==> config.mk <==
export PLATFORM = sky130hd
export DESIGN_NAME = terminal_text_stream_decoder_unit
export DESIGN_NICKNAME = d
export VERILOG_FILES = /design/src/rtl/ttsd_pkg.sv /design/src/rtl/terminal_text_stream_decoder_unit.sv /design/src/rtl/ttsd_ctrl.sv /design/src/rtl/ttsd_dp.sv
export VERILOG_INCLUDE_DIRS = /design/src /design/src/rtl
export SDC_FILE = /design/constraint.sdc
export NUM_CORES = 1
export LEC_CHECK = 0
export ABC_AREA = 1
export BUFFER_PORTS_ARGS = -buffer_cell sky130_fd_sc_hd__buf_4
export CAP_MARGIN = 40
export CORE_MARGIN = 1.5
export CORE_UTILIZATION = 35
export CTS_CLUSTER_SIZE = 16
export DETAILED_ROUTE_END_ITERATION = 7
export GPL_ROUTABILITY_DRIVEN = 1
export PLACE_DENSITY = 0.62
export SYNTH_ARGS = -nofsm -noshare
export SYNTH_HDL_FRONTEND = slang
export SYNTH_SLANG_ARGS = --single-unit
export TNS_END_PERCENT = 100
==> constraint.sdc <==
create_clock -name clk_i -period 7.7 [get_ports clk_i]
set_input_delay 0.385 -clock clk_i [delete_from_list [all_inputs] [get_ports clk_i]]
set_output_delay 0.385 -clock clk_i [all_outputs]
set_load 0.01 [all_outputs]
==> src/rtl/terminal_text_stream_decoder_unit_defines.svh <==
// Assertion macros shared by the terminal text stream decoder RTL.
// No dependencies; include by bare file name where assertions are written.
`ifndef TERMINAL_TEXT_STREAM_DECODER_UNIT_DEFINES_SVH
`define TERMINAL_TEXT_STREAM_DECODER_UNIT_DEFINES_SVH

// Same-cycle implication, disabled while reset is asserted.
`define TTSD_ASSERT_IMP(lbl, clk, rst_n, ante, cons, msg) \
  lbl: assert property (@(posedge clk) disable iff (!rst_n) (ante) |-> (cons)) \
    else $error(msg);

// Next-cycle implication, disabled while reset is asserted.
`define TTSD_ASSERT_NXT(lbl, clk, rst_n, ante, cons, msg) \
  lbl: assert property (@(posedge clk) disable iff (!rst_n) (ante) |=> (cons)) \
    else $error(msg);

`endif

==> src/rtl/ttsd_pkg.sv <==
// Shared types, constants and lookup functions of the terminal text stream decoder.
// No dependencies; imported by the controller, the datapath and the top level.
package ttsd_pkg;

  localparam int unsigned MAX_SGR_PARAMS = 8;
  localparam int unsigned SGR_IDX_W = (MAX_SGR_PARAMS > 1) ? $clog2(MAX_SGR_PARAMS) : 1;
  localparam int unsigned SGR_VAL_W = 7;
  localparam logic [SGR_VAL_W-1:0] SGR_CAP = 7'd127;

  localparam int unsigned CP_W = 21;
  localparam int unsigned POS_W = 12;
  localparam int unsigned RGB_W = 24;
  localparam int unsigned CELL_W = 6;

  localparam logic [RGB_W-1:0] FG_DEFAULT = 24'hAAAAAA;
  localparam logic [RGB_W-1:0] BG_DEFAULT = 24'h000000;
  localparam logic [RGB_W-1:0] BOLD_MASK  = 24'h555555;

  localparam logic [CP_W-1:0] CP_REPL = 21'h00FFFD;
  localparam logic [CP_W-1:0] CP_LF   = 21'h00000A;

  localparam logic [7:0] CH_ESC   = 8'h1B;
  localparam logic [7:0] CH_LF    = 8'h0A;
  localparam logic [7:0] CH_CR    = 8'h0D;
  localparam logic [7:0] CH_SPACE = 8'h20;
  localparam logic [7:0] CH_LBRK  = 8'h5B;
  localparam logic [7:0] CH_ZERO  = 8'h30;
  localparam logic [7:0] CH_NINE  = 8'h39;
  localparam logic [7:0] CH_SEMI  = 8'h3B;
  localparam logic [7:0] CH_M     = 8'h6D;

  // Configuration register indexes
  localparam logic [1:0] CFG_SCREEN_W = 2'd0;
  localparam logic [1:0] CFG_SCREEN_H = 2'd1;
  localparam logic [1:0] CFG_CELL_W   = 2'd2;
  localparam logic [1:0] CFG_CELL_H   = 2'd3;

  localparam logic EV_DRAW = 1'b0;
  localparam logic EV_LF   = 1'b1;

  typedef enum logic [2:0] {
    MODE_TEXT = 3'b001,
    MODE_ESC  = 3'b010,
    MODE_CSI  = 3'b100
  } ttsd_mode_e;

  typedef struct packed {
    logic accept;
    logic emit_go;
    logic apply_step;
  } ttsd_cmd_t;

  typedef struct packed {
    logic emit;
    logic apply;
    logic apply_last;
  } ttsd_stat_t;

  function automatic logic [RGB_W-1:0] palette(input logic [3:0] idx);
    logic [RGB_W-1:0] c;
    case (idx)
      4'd0:  c = 24'h000000;
      4'd1:  c = 24'hAA0000;
      4'd2:  c = 24'h00AA00;
      4'd3:  c = 24'hAA5500;
      4'd4:  c = 24'h0000AA;
      4'd5:  c = 24'hAA00AA;
      4'd6:  c = 24'h00AAAA;
      4'd7:  c = 24'hAAAAAA;
      4'd8:  c = 24'h555555;
      4'd9:  c = 24'hFF5555;
      4'd10: c = 24'h55FF55;
      4'd11: c = 24'hFFFF55;
      4'd12: c = 24'h5555FF;
      4'd13: c = 24'hFF55FF;
      4'd14: c = 24'h55FFFF;
      default: c = 24'hFFFFFF;
    endcase
    return c;
  endfunction

  function automatic logic is_wide(input logic [CP_W-1:0] c);
    return (c >= 21'h1100 && c <= 21'h115F) || (c >= 21'h2E80 && c <= 21'h303E) ||
           (c >= 21'h3040 && c <= 21'h33FF) || (c >= 21'h3400 && c <= 21'h4DBF) ||
           (c >= 21'h4E00 && c <= 21'h9FFF) || (c >= 21'hAC00 && c <= 21'hD7AF) ||
           (c >= 21'hF900 && c <= 21'hFAFF) || (c >= 21'hFE10 && c <= 21'hFE6F) ||
           (c >= 21'hFF01 && c <= 21'hFF60) || (c >= 21'hFFE0 && c <= 21'hFFE6);
  endfunction

endpackage

==> src/rtl/terminal_text_stream_decoder_unit.sv <==
// Top level of the terminal text stream decoder: UTF-8, SGR colors and cursor events.
// Depends on ttsd_pkg, ttsd_ctrl and ttsd_dp.
//
//   channel  direction  handshake               payload
//   in       to block   in_valid_i/in_ready_o   byte_in_i
//   out      from block out_valid_o/out_ready_i event_kind_o .. scroll_up_o
//   cfg      to block   cfg_we_i                cfg_idx_i, cfg_wdata_i
//
// A byte that gives no event is done once accepted. A byte that gives an event is then
// emitted: the cursor unit updates and the output register loads, waiting while the
// output register still holds an untaken word. After the 'm' terminator the color logic
// walks the parameter store one entry a cycle. Reset restores control, parser, colors,
// cursor and configuration; the SGR store, pending event and output word are not reset.
module terminal_text_stream_decoder_unit (
  input  logic                        clk_i,
  input  logic                        rst_ni,
  input  logic                        cfg_we_i,
  input  logic [1:0]                  cfg_idx_i,
  input  logic [11:0]                 cfg_wdata_i,
  input  logic                        in_valid_i,
  output logic                        in_ready_o,
  input  logic [7:0]                  byte_in_i,
  output logic                        out_valid_o,
  input  logic                        out_ready_i,
  output logic                        event_kind_o,
  output logic [ttsd_pkg::CP_W-1:0]   code_point_o,
  output logic [ttsd_pkg::POS_W-1:0]  pos_x_o,
  output logic [ttsd_pkg::POS_W-1:0]  pos_y_o,
  output logic [ttsd_pkg::RGB_W-1:0]  fg_rgb_o,
  output logic [ttsd_pkg::RGB_W-1:0]  bg_rgb_o,
  output logic                        double_width_o,
  output logic                        scroll_up_o
);
  import ttsd_pkg::*;

  ttsd_cmd_t  cmd;
  ttsd_stat_t stat;

  ttsd_ctrl u_ctrl (
    .clk_i       (clk_i),
    .rst_ni      (rst_ni),
    .in_valid_i  (in_valid_i),
    .in_ready_o  (in_ready_o),
    .out_valid_o (out_valid_o),
    .out_ready_i (out_ready_i),
    .stat_i      (stat),
    .cmd_o       (cmd)
  );

  ttsd_dp u_dp (
    .clk_i          (clk_i),
    .rst_ni         (rst_ni),
    .cfg_we_i       (cfg_we_i),
    .cfg_idx_i      (cfg_idx_i),
    .cfg_wdata_i    (cfg_wdata_i),
    .byte_in_i      (byte_in_i),
    .cmd_i          (cmd),
    .stat_o         (stat),
    .event_kind_o   (event_kind_o),
    .code_point_o   (code_point_o),
    .pos_x_o        (pos_x_o),
    .pos_y_o        (pos_y_o),
    .fg_rgb_o       (fg_rgb_o),
    .bg_rgb_o       (bg_rgb_o),
    .double_width_o (double_width_o),
    .scroll_up_o    (scroll_up_o)
  );

endmodule

==> src/rtl/ttsd_ctrl.sv <==
// Sequencer of the terminal text stream decoder: accept, emit and SGR apply phases.
// Depends on ttsd_pkg and the assertion macro header.
`include "terminal_text_stream_decoder_unit_defines.svh"

module ttsd_ctrl (
  input  logic                 clk_i,
  input  logic                 rst_ni,
  input  logic                 in_valid_i,
  output logic                 in_ready_o,
  output logic                 out_valid_o,
  input  logic                 out_ready_i,
  input  ttsd_pkg::ttsd_stat_t stat_i,
  output ttsd_pkg::ttsd_cmd_t  cmd_o
);
  import ttsd_pkg::*;

  typedef enum logic [2:0] {
    S_IDLE  = 3'b001,
    S_EMIT  = 3'b010,
    S_APPLY = 3'b100
  } ctrl_state_e;

  ctrl_state_e state_q, state_d;
  logic        out_valid_q, out_valid_d;
  logic        slot_free;

  assign slot_free  = !out_valid_q || out_ready_i;
  assign in_ready_o = (state_q == S_IDLE);
  assign out_valid_o = out_valid_q;

  always_comb begin
    cmd_o.accept     = in_valid_i && (state_q == S_IDLE);
    cmd_o.emit_go    = (state_q == S_EMIT) && slot_free;
    cmd_o.apply_step = (state_q == S_APPLY);
  end

  always_comb begin
    state_d = state_q;
    unique case (state_q)
      S_IDLE: begin
        if (cmd_o.accept && stat_i.emit) begin
          state_d = S_EMIT;
        end else if (cmd_o.accept && stat_i.apply) begin
          state_d = S_APPLY;
        end
      end
      S_EMIT: begin
        if (slot_free) begin
          state_d = S_IDLE;
        end
      end
      S_APPLY: begin
        if (stat_i.apply_last) begin
          state_d = S_IDLE;
        end
      end
    endcase
  end

  // Output word stays until taken; a new word overwrites only a free slot
  always_comb begin
    if (cmd_o.emit_go) begin
      out_valid_d = 1'b1;
    end else if (out_ready_i) begin
      out_valid_d = 1'b0;
    end else begin
      out_valid_d = out_valid_q;
    end
  end

  always_ff @(posedge clk_i or negedge rst_ni) begin
    if (!rst_ni) begin
      state_q     <= S_IDLE;
      out_valid_q <= 1'b0;
    end else begin
      state_q     <= state_d;
      out_valid_q <= out_valid_d;
    end
  end

  `TTSD_ASSERT_NXT(a_emit_follows, clk_i, rst_ni, cmd_o.accept && stat_i.emit,
                   state_q == S_EMIT, "event byte did not enter emit phase")
  `TTSD_ASSERT_NXT(a_emit_delivers, clk_i, rst_ni, cmd_o.emit_go,
                   out_valid_o && state_q == S_IDLE, "emit phase did not load a word")
  `TTSD_ASSERT_NXT(a_apply_ends, clk_i, rst_ni, cmd_o.apply_step && stat_i.apply_last,
                   state_q == S_IDLE, "SGR walk did not stop at last parameter")

endmodule

==> src/rtl/ttsd_dp.sv <==
// Datapath of the terminal text stream decoder: parser state, SGR store, colors, cursor.
// Depends on ttsd_pkg; driven by commands from ttsd_ctrl.
module ttsd_dp (
  input  logic                        clk_i,
  input  logic                        rst_ni,
  input  logic                        cfg_we_i,
  input  logic [1:0]                  cfg_idx_i,
  input  logic [11:0]                 cfg_wdata_i,
  input  logic [7:0]                  byte_in_i,
  input  ttsd_pkg::ttsd_cmd_t         cmd_i,
  output ttsd_pkg::ttsd_stat_t        stat_o,
  output logic                        event_kind_o,
  output logic [ttsd_pkg::CP_W-1:0]   code_point_o,
  output logic [ttsd_pkg::POS_W-1:0]  pos_x_o,
  output logic [ttsd_pkg::POS_W-1:0]  pos_y_o,
  output logic [ttsd_pkg::RGB_W-1:0]  fg_rgb_o,
  output logic [ttsd_pkg::RGB_W-1:0]  bg_rgb_o,
  output logic                        double_width_o,
  output logic                        scroll_up_o
);
  import ttsd_pkg::*;

  localparam logic [SGR_IDX_W:0] SGR_MAX_C = (SGR_IDX_W + 1)'(MAX_SGR_PARAMS);

  // Configuration
  logic [POS_W-1:0]  scr_w_q, scr_h_q;
  logic [CELL_W-1:0] cell_w_q, cell_h_q;

  // Parser
  ttsd_mode_e        mode_q, mode_d;
  logic [1:0]        rem_q, rem_d;
  logic [CP_W-1:0]   acc_q, acc_d;
  logic [SGR_IDX_W-1:0] idx_q, idx_d;
  logic [SGR_IDX_W-1:0] apply_j_q;
  logic [SGR_VAL_W-1:0] sgr_q [MAX_SGR_PARAMS];

  logic                 sgr_we;
  logic [SGR_IDX_W-1:0] sgr_wa, sgr_ra;
  logic [SGR_VAL_W-1:0] sgr_wd, sgr_rd;
  logic [10:0]          digit_v;
  logic                 tb_en, cr_hit, emit, apply;

  // Pending event
  logic              ev_kind_q, ev_kind_d;
  logic [CP_W-1:0]   ev_cp_q, ev_cp_d;
  logic              ev_wide_q;

  // Colors and cursor
  logic [RGB_W-1:0]  fg_q, fg_d, bg_q, bg_d;
  logic [POS_W-1:0]  cur_x_q, cur_y_q, new_x, new_y, opos_x, opos_y;
  logic [CELL_W-1:0] adv;
  logic [POS_W:0]    x1, y1;
  logic [POS_W+1:0]  x_sum, y_sum;
  logic              wrap, scr, oscroll;
  logic [6:0]        p_off;

  always_ff @(posedge clk_i or negedge rst_ni) begin
    if (!rst_ni) begin
      scr_w_q  <= 12'd640;
      scr_h_q  <= 12'd480;
      cell_w_q <= 6'd16;
      cell_h_q <= 6'd16;
    end else if (cfg_we_i) begin
      unique case (cfg_idx_i)
        CFG_SCREEN_W: scr_w_q  <= cfg_wdata_i;
        CFG_SCREEN_H: scr_h_q  <= cfg_wdata_i;
        CFG_CELL_W:   cell_w_q <= cfg_wdata_i[CELL_W-1:0];
        CFG_CELL_H:   cell_h_q <= cfg_wdata_i[CELL_W-1:0];
      endcase
    end
  end

  assign sgr_ra = cmd_i.apply_step ? apply_j_q : idx_q;
  assign sgr_rd = sgr_q[sgr_ra];
  assign digit_v = {1'b0, sgr_rd, 3'b000} + {3'b000, sgr_rd, 1'b0}
                 + {7'd0, byte_in_i[3:0] - CH_ZERO[3:0]};

  always_comb begin
    mode_d    = mode_q;
    rem_d     = rem_q;
    acc_d     = acc_q;
    idx_d     = idx_q;
    sgr_we    = 1'b0;
    sgr_wa    = idx_q;
    sgr_wd    = '0;
    tb_en     = 1'b0;
    cr_hit    = 1'b0;
    emit      = 1'b0;
    apply     = 1'b0;
    ev_kind_d = EV_DRAW;
    ev_cp_d   = CP_REPL;
    if (rem_q != 2'd0) begin
      // Any byte counts as continuation while a sequence is pending
      acc_d = {acc_q[CP_W-7:0], byte_in_i[5:0]};
      rem_d = rem_q - 2'd1;
      if (rem_q == 2'd1) begin
        emit    = 1'b1;
        ev_cp_d = acc_d;
      end
    end else begin
      unique case (mode_q)
        MODE_TEXT: tb_en = 1'b1;
        MODE_ESC: begin
          if (byte_in_i == CH_LBRK) begin
            mode_d = MODE_CSI;
            idx_d  = '0;
            sgr_we = 1'b1;
            sgr_wa = '0;
          end else begin
            mode_d = MODE_TEXT;
            tb_en  = 1'b1;
          end
        end
        MODE_CSI: begin
          if (byte_in_i >= CH_ZERO && byte_in_i <= CH_NINE) begin
            sgr_we = 1'b1;
            sgr_wd = (digit_v > {4'd0, SGR_CAP}) ? SGR_CAP : digit_v[SGR_VAL_W-1:0];
          end else if (byte_in_i == CH_SEMI) begin
            // Extra separators past the last slot are dropped
            if (({1'b0, idx_q} + (SGR_IDX_W + 1)'(1)) < SGR_MAX_C) begin
              idx_d  = idx_q + SGR_IDX_W'(1);
              sgr_we = 1'b1;
              sgr_wa = idx_d;
            end
          end else begin
            apply  = (byte_in_i == CH_M);
            mode_d = MODE_TEXT;
          end
        end
      endcase
      if (tb_en) begin
        if (byte_in_i == CH_ESC) begin
          mode_d = MODE_ESC;
        end else if (byte_in_i == CH_LF) begin
          emit      = 1'b1;
          ev_kind_d = EV_LF;
          ev_cp_d   = CP_LF;
        end else if (byte_in_i == CH_CR) begin
          cr_hit = 1'b1;
        end else if (byte_in_i >= CH_SPACE && byte_in_i < 8'h80) begin
          emit    = 1'b1;
          ev_cp_d = {13'd0, byte_in_i};
        end else if (byte_in_i >= 8'h80 && byte_in_i < 8'hC0) begin
          emit = 1'b1;
        end else if (byte_in_i >= 8'hC0 && byte_in_i < 8'hE0) begin
          acc_d = {16'd0, byte_in_i[4:0]};
          rem_d = 2'd1;
        end else if (byte_in_i >= 8'hE0 && byte_in_i < 8'hF0) begin
          acc_d = {17'd0, byte_in_i[3:0]};
          rem_d = 2'd2;
        end else if (byte_in_i >= 8'hF0) begin
          acc_d = {18'd0, byte_in_i[2:0]};
          rem_d = 2'd3;
        end
      end
    end
  end

  always_comb begin
    stat_o.emit       = emit;
    stat_o.apply      = apply;
    stat_o.apply_last = (apply_j_q == idx_q);
  end

  always_ff @(posedge clk_i or negedge rst_ni) begin
    if (!rst_ni) begin
      mode_q    <= MODE_TEXT;
      rem_q     <= 2'd0;
      acc_q     <= '0;
      idx_q     <= '0;
      apply_j_q <= '0;
    end else begin
      if (cmd_i.accept) begin
        mode_q <= mode_d;
        rem_q  <= rem_d;
        acc_q  <= acc_d;
        idx_q  <= idx_d;
      end
      if (cmd_i.accept && apply) begin
        apply_j_q <= '0;
      end else if (cmd_i.apply_step) begin
        apply_j_q <= apply_j_q + SGR_IDX_W'(1);
      end
    end
  end

  always_ff @(posedge clk_i) begin
    if (cmd_i.accept && sgr_we) begin
      sgr_q[sgr_wa] <= sgr_wd;
    end
    if (cmd_i.accept && emit) begin
      ev_kind_q <= ev_kind_d;
      ev_cp_q   <= ev_cp_d;
      ev_wide_q <= is_wide(ev_cp_d);
    end
  end

  // One SGR parameter per step
  always_comb begin
    fg_d  = fg_q;
    bg_d  = bg_q;
    p_off = '0;
    if (sgr_rd == 7'd0) begin
      fg_d = FG_DEFAULT;
      bg_d = BG_DEFAULT;
    end else if (sgr_rd == 7'd1) begin
      fg_d = fg_q | BOLD_MASK;
    end else if (sgr_rd >= 7'd30 && sgr_rd <= 7'd37) begin
      p_off = sgr_rd - 7'd30;
      fg_d  = palette({1'b0, p_off[2:0]});
    end else if (sgr_rd >= 7'd90 && sgr_rd <= 7'd97) begin
      p_off = sgr_rd - 7'd90;
      fg_d  = palette({1'b1, p_off[2:0]});
    end else if (sgr_rd == 7'd39) begin
      fg_d = FG_DEFAULT;
    end else if (sgr_rd >= 7'd40 && sgr_rd <= 7'd47) begin
      p_off = sgr_rd - 7'd40;
      bg_d  = palette({1'b0, p_off[2:0]});
    end else if (sgr_rd == 7'd49) begin
      bg_d = BG_DEFAULT;
    end
  end

  always_ff @(posedge clk_i or negedge rst_ni) begin
    if (!rst_ni) begin
      fg_q <= FG_DEFAULT;
      bg_q <= BG_DEFAULT;
    end else if (cmd_i.apply_step) begin
      fg_q <= fg_d;
      bg_q <= bg_d;
    end
  end

  // Cursor advance, wrap and line feed
  always_comb begin
    adv   = ev_wide_q ? cell_w_q : (cell_w_q >> 1);
    x1    = {1'b0, cur_x_q} + {7'd0, adv};
    x_sum = {1'b0, x1} + {8'd0, cell_w_q};
    wrap  = x_sum > {2'b00, scr_w_q};
    y1    = {1'b0, cur_y_q} + {7'd0, cell_h_q};
    y_sum = {1'b0, y1} + {8'd0, cell_h_q};
    scr   = y_sum > {2'b00, scr_h_q};
    if (ev_kind_q == EV_LF) begin
      new_x   = '0;
      new_y   = scr ? cur_y_q : y1[POS_W-1:0];
      opos_x  = new_x;
      opos_y  = new_y;
      oscroll = scr;
    end else begin
      new_x   = wrap ? '0 : x1[POS_W-1:0];
      new_y   = (wrap && !scr) ? y1[POS_W-1:0] : cur_y_q;
      opos_x  = cur_x_q;
      opos_y  = cur_y_q;
      oscroll = wrap && scr;
    end
  end

  always_ff @(posedge clk_i or negedge rst_ni) begin
    if (!rst_ni) begin
      cur_x_q <= '0;
      cur_y_q <= '0;
    end else if (cmd_i.emit_go) begin
      cur_x_q <= new_x;
      cur_y_q <= new_y;
    end else if (cmd_i.accept && cr_hit) begin
      cur_x_q <= '0;
    end
  end

  always_ff @(posedge clk_i) begin
    if (cmd_i.emit_go) begin
      event_kind_o   <= ev_kind_q;
      code_point_o   <= ev_cp_q;
      pos_x_o        <= opos_x;
      pos_y_o        <= opos_y;
      fg_rgb_o       <= fg_q;
      bg_rgb_o       <= bg_q;
      double_width_o <= (ev_kind_q == EV_DRAW) && ev_wide_q;
      scroll_up_o    <= oscroll;
    end
  end

endmodule

==> flow_summary.toml <==
[synth]
yosysUniqueCellTypes = 63
synthArstFlopShare = 0.4213
yosys_warnings = 0
syn-cell-area_um2 = 14630
ys_seq_area_frac = 0.4497
synth.avg_cell_area_um2 = 8.464
synthCells = 1728
ys_ff_latch = 235
yosys_most_used_dff = "edfxtp_1"
synth_edf_count = 136

[power]
pwr-share-seq = 0.246
switching_share = 0.4715
peakVddDrop_v = 0.0002868
power_switching_mw = 3.349
p_comb_frac = 0.574
intPower_mw = 3.755
p_per_area_nw_per_um2 = 426.4
p_total_mw = 7.104
leakage_nw = 7.774
p_clk_frac = 0.180

[global_routing]
grt_pass1_wl_um = 60270
grt.busiest_layer = "met2"
grt_remaining_overflow = 0
antenna_found_initial = 0
grt_max_degree = 70
grt_util_met3 = 0.02194
track_usage = 0.1715
globalRouteMet2Util = 0.3056
grt_pass1_vias = 11490
grtUsageMet1 = 0.2182

[routing]
vias = 11700
dr.first_iter.drc_count = 848
drc = 5
wl_per_cell_um = 15.60
ant_nets = 0
drt_wl_total_um = 36870
viasPerCell = 4.948
drt_pre_antenna_iters = 8

[layout]
final_layout_size_suffix_gt1_frac = 0.1627
synthToLayoutAreaGrowth_pct = 13.91
nFillCells = 4116
final_cell_mix = "nand2_1 (415), inv_1 (245), nand3_1 (159), edfxtp_1 (136), buf_4 (122)"
final_common_cell = "nand2_1"
nets = 1913
diodes = 0

[clock_tree]
clock-sinks = 235
cts_buffers = 27
cts_root_buf = "clkbuf_16"
cts_tree = "done"
clkSlewWorstSetupHoldPaths_ns = 0.06
htree_levels = 1
cts_resized = 0
postCtsSetupBuffers = 0
clock_path_buffers = 3
clk-insertion-delay-late_ns = 0.55
holdBufCountCts = 2

[sta]
hold_viol = 0
max_freq_ghz = 0.1925
setup-tns-final_ns = 0
relSlewSlack = 0.3906
setup_violations = 0
fin_crit_sh = 0.6746
clock_skew_ns = 0.01863
worst-slew-pin-transition_ns = 0.9107
final_max_slew_viol_count = 0
grt_setup_unrepaired = "no"
fin_crit_ns = 5.194

[status]
status = "finished with violations"
violations = "design-rule violations"

[min_path]
hold_path_depth = 3
min-delay-start = "cfg_wdata_i[7]"
hold_end = "u_dp.scr_h_q[7]"
hp-class = "in2reg"

[die]
die_h_um = 207.4
start_util = 0.3566
pin_count = 125
die_w_um = 207.4
die_area_um2 = 43020
rows = 74
core_um2 = 41020

[worst_setup_path]
path_class = "reg2reg"
crit_arrival_ns = 5.66
reg2reg_to = "u_dp.cur_y_q[9]"
worstReg2RegStart = "u_dp.ev_wide_q"
timing.critical_path.fanout_max = 12
required_ns = 8.17
start_kind = "flop"
crit_path_end_kind = "flop"
reg2regPathDepth = 27
reg2reg_slack_ns = 2.51

[placement]
place_congestion = 0.9221
dp_hpwl_um = 27580
portBuffers = 116

[job]
maxCapViolCount = 0
critical path: stages, from the launching register on:
cell	delay, ns
edfxtp_1	0.49
o21ai_0	0.21
ha_1	0.19
inv_1	0.05
fa_1	0.44
xnor2_1	0.18
ha_1	0.36
nand3_1	0.09
and2_1	0.18
inv_1	0.05
a21oi_1	0.05
o21bai_1	0.20
nand2_1	0.08
a21oi_1	0.20
nand3_1	0.14
nor3_1	0.22
xor2_1	0.10
ha_1	0.30
nand2_1	0.06
nor2_1	0.13
inv_1	0.06
o2111ai_1	0.20
nand2_1	0.07
nand2_1	0.12
inv_1	0.22
nor2_2	0.52
nand2_1	0.12
nand2_1	0.08
power groups by stage:
| stage | sequential (mW) | clock [mW] | combinational [mW] |
|---|---|---|---|
| floorplan | 1.72 | 0 | 3.26 |
| global placement | 1.76 | 0 | 3.97 |
| detailed placement | 1.77 | 0 | 4.06 |
| CTS | 1.75 | 1.31 | 4.08 |
| global route | 1.77 | 1.36 | 4.66 |
| finish | 1.75 | 1.28 | 4.08 |
cell usage after synthesis (all sizes together), types with 3 or more instances:
| library cell | instances | share of area |
|---|---|---|
| fa | 6 | 0.0082 |
| or2 | 3 | 0.0013 |
| o22ai | 9 | 0.0038 |
| nand2 | 459 | 0.13 |
| a31oi | 3 | 0.0013 |
| o21ai | 119 | 0.043 |
| edfxtp | 136 | 0.28 |
| xnor2 | 11 | 0.0066 |
| nand3b | 13 | 0.0067 |
| o2111ai | 3 | 0.0022 |
| xor2 | 24 | 0.014 |
| clkbuf | 17 | 0.0044 |
| dfrtp | 86 | 0.15 |
| inv | 254 | 0.066 |
| nor2 | 130 | 0.040 |
| o31ai | 4 | 0.0021 |
| o211ai | 6 | 0.0044 |
| nor4 | 5 | 0.0021 |
| ha | 68 | 0.058 |
| nor3 | 23 | 0.0086 |
| dfstp | 13 | 0.023 |
| o21bai | 3 | 0.0015 |
| clkinv | 3 | 0.0012 |
| nand3 | 185 | 0.074 |
| a21oi | 38 | 0.014 |
| buf | 61 | 0.032 |
| nand4 | 28 | 0.012 |
stage by stage:
| step | hold slack, ns | instance area [µm²] | setup slack [ns] | std cells | util |
|---|---|---|---|---|---|
| after global routing | 0.1147 | 16660 | 1.915 | 2364 | 0.4062 |
| after global placement | 0.4058 | 15710 | 2.731 | 2311 | 0.3831 |
| final | 0.1255 | 16660 | 2.506 | 2364 | 0.4062 |
| after detailed placement | 0.3517 | 15760 | 2.562 | 2313 | 0.3843 |
| after CTS | 0.09460 | 16660 | 2.527 | 2364 | 0.4062 |
| after floorplan | 0.08941 | 14650 | 3.220 | 1735 | - |
area by class of cell:
type,count,area [µm²],share of cell area
flip-flops and latches,235,6578,0.3948
clock inverters,17,163.9,0.009839
inverters,257,980.9,0.05888
well taps,532,665.6,0.03995
multi-input cells,1165,6574,0.3946
repair buffers,126,983.4,0.05903
clock buffers,32,714.4,0.04288
logic make-up after synthesis:
family / Yosys count / synth area share
xor gates and xnor gates: 35 / 0.02096
adders and majority gates: 74 / 0.06639
buffers and inverters: 335 / 0.1031
and+or+nand+nor: 851 / 0.2801
other: 1 / 0.0002564
DFF: 235 / 0.4497
AOI/OAI and AO/OA: 197 / 0.07948
worst max-delay path by stage:
stage	from	depth (start not counted)	end	slack, ns
2_1_floorplan	u_dp.ev_wide_q	27	u_dp.scroll_up_o	3.22
3_3_place_gp	u_dp.ev_wide_q	27	u_dp.cur_y_q[0]	2.73
3_5_place_dp	u_dp.ev_wide_q	27	u_dp.cur_y_q[1]	2.56
4_1_cts	u_dp.ev_wide_q	27	u_dp.cur_y_q[1]	2.53
5_1_grt	u_dp.ev_wide_q	26	u_dp.cur_y_q[0]	1.91
6_report	u_dp.ev_wide_q	27	u_dp.cur_y_q[9]	2.51
per-layer routing:
metal	vias to the layer above	share of wire
li1	5824	-
met2	272	0.50
met1	5545	0.44
met3	55	0.046
met5	-	0
met4	0	0.020
sequential cells by signal, summed over array words and instances (netlist names), 2 cells and up:
signal             count
u_ctrl.state_q         3
u_dp.acc_q            15
u_dp.apply_j_q         3
u_dp.bg_q              4
u_dp.bg_rgb_o          4
u_dp.cell_h_q          6
u_dp.cell_w_q          6
u_dp.code_point_o     21
u_dp.cur_x_q          12
u_dp.cur_y_q          12
u_dp.ev_cp_q          21
u_dp.fg_q              5
u_dp.fg_rgb_o          5
u_dp.idx_q             3
u_dp.mode_q            3
u_dp.pos_x_o          12
u_dp.pos_y_o          12
u_dp.rem_q             2
u_dp.scr_h_q          12
u_dp.scr_w_q          12
u_dp.sgr_q            56
No activity file was read; power rests on OpenSTA's default activity.
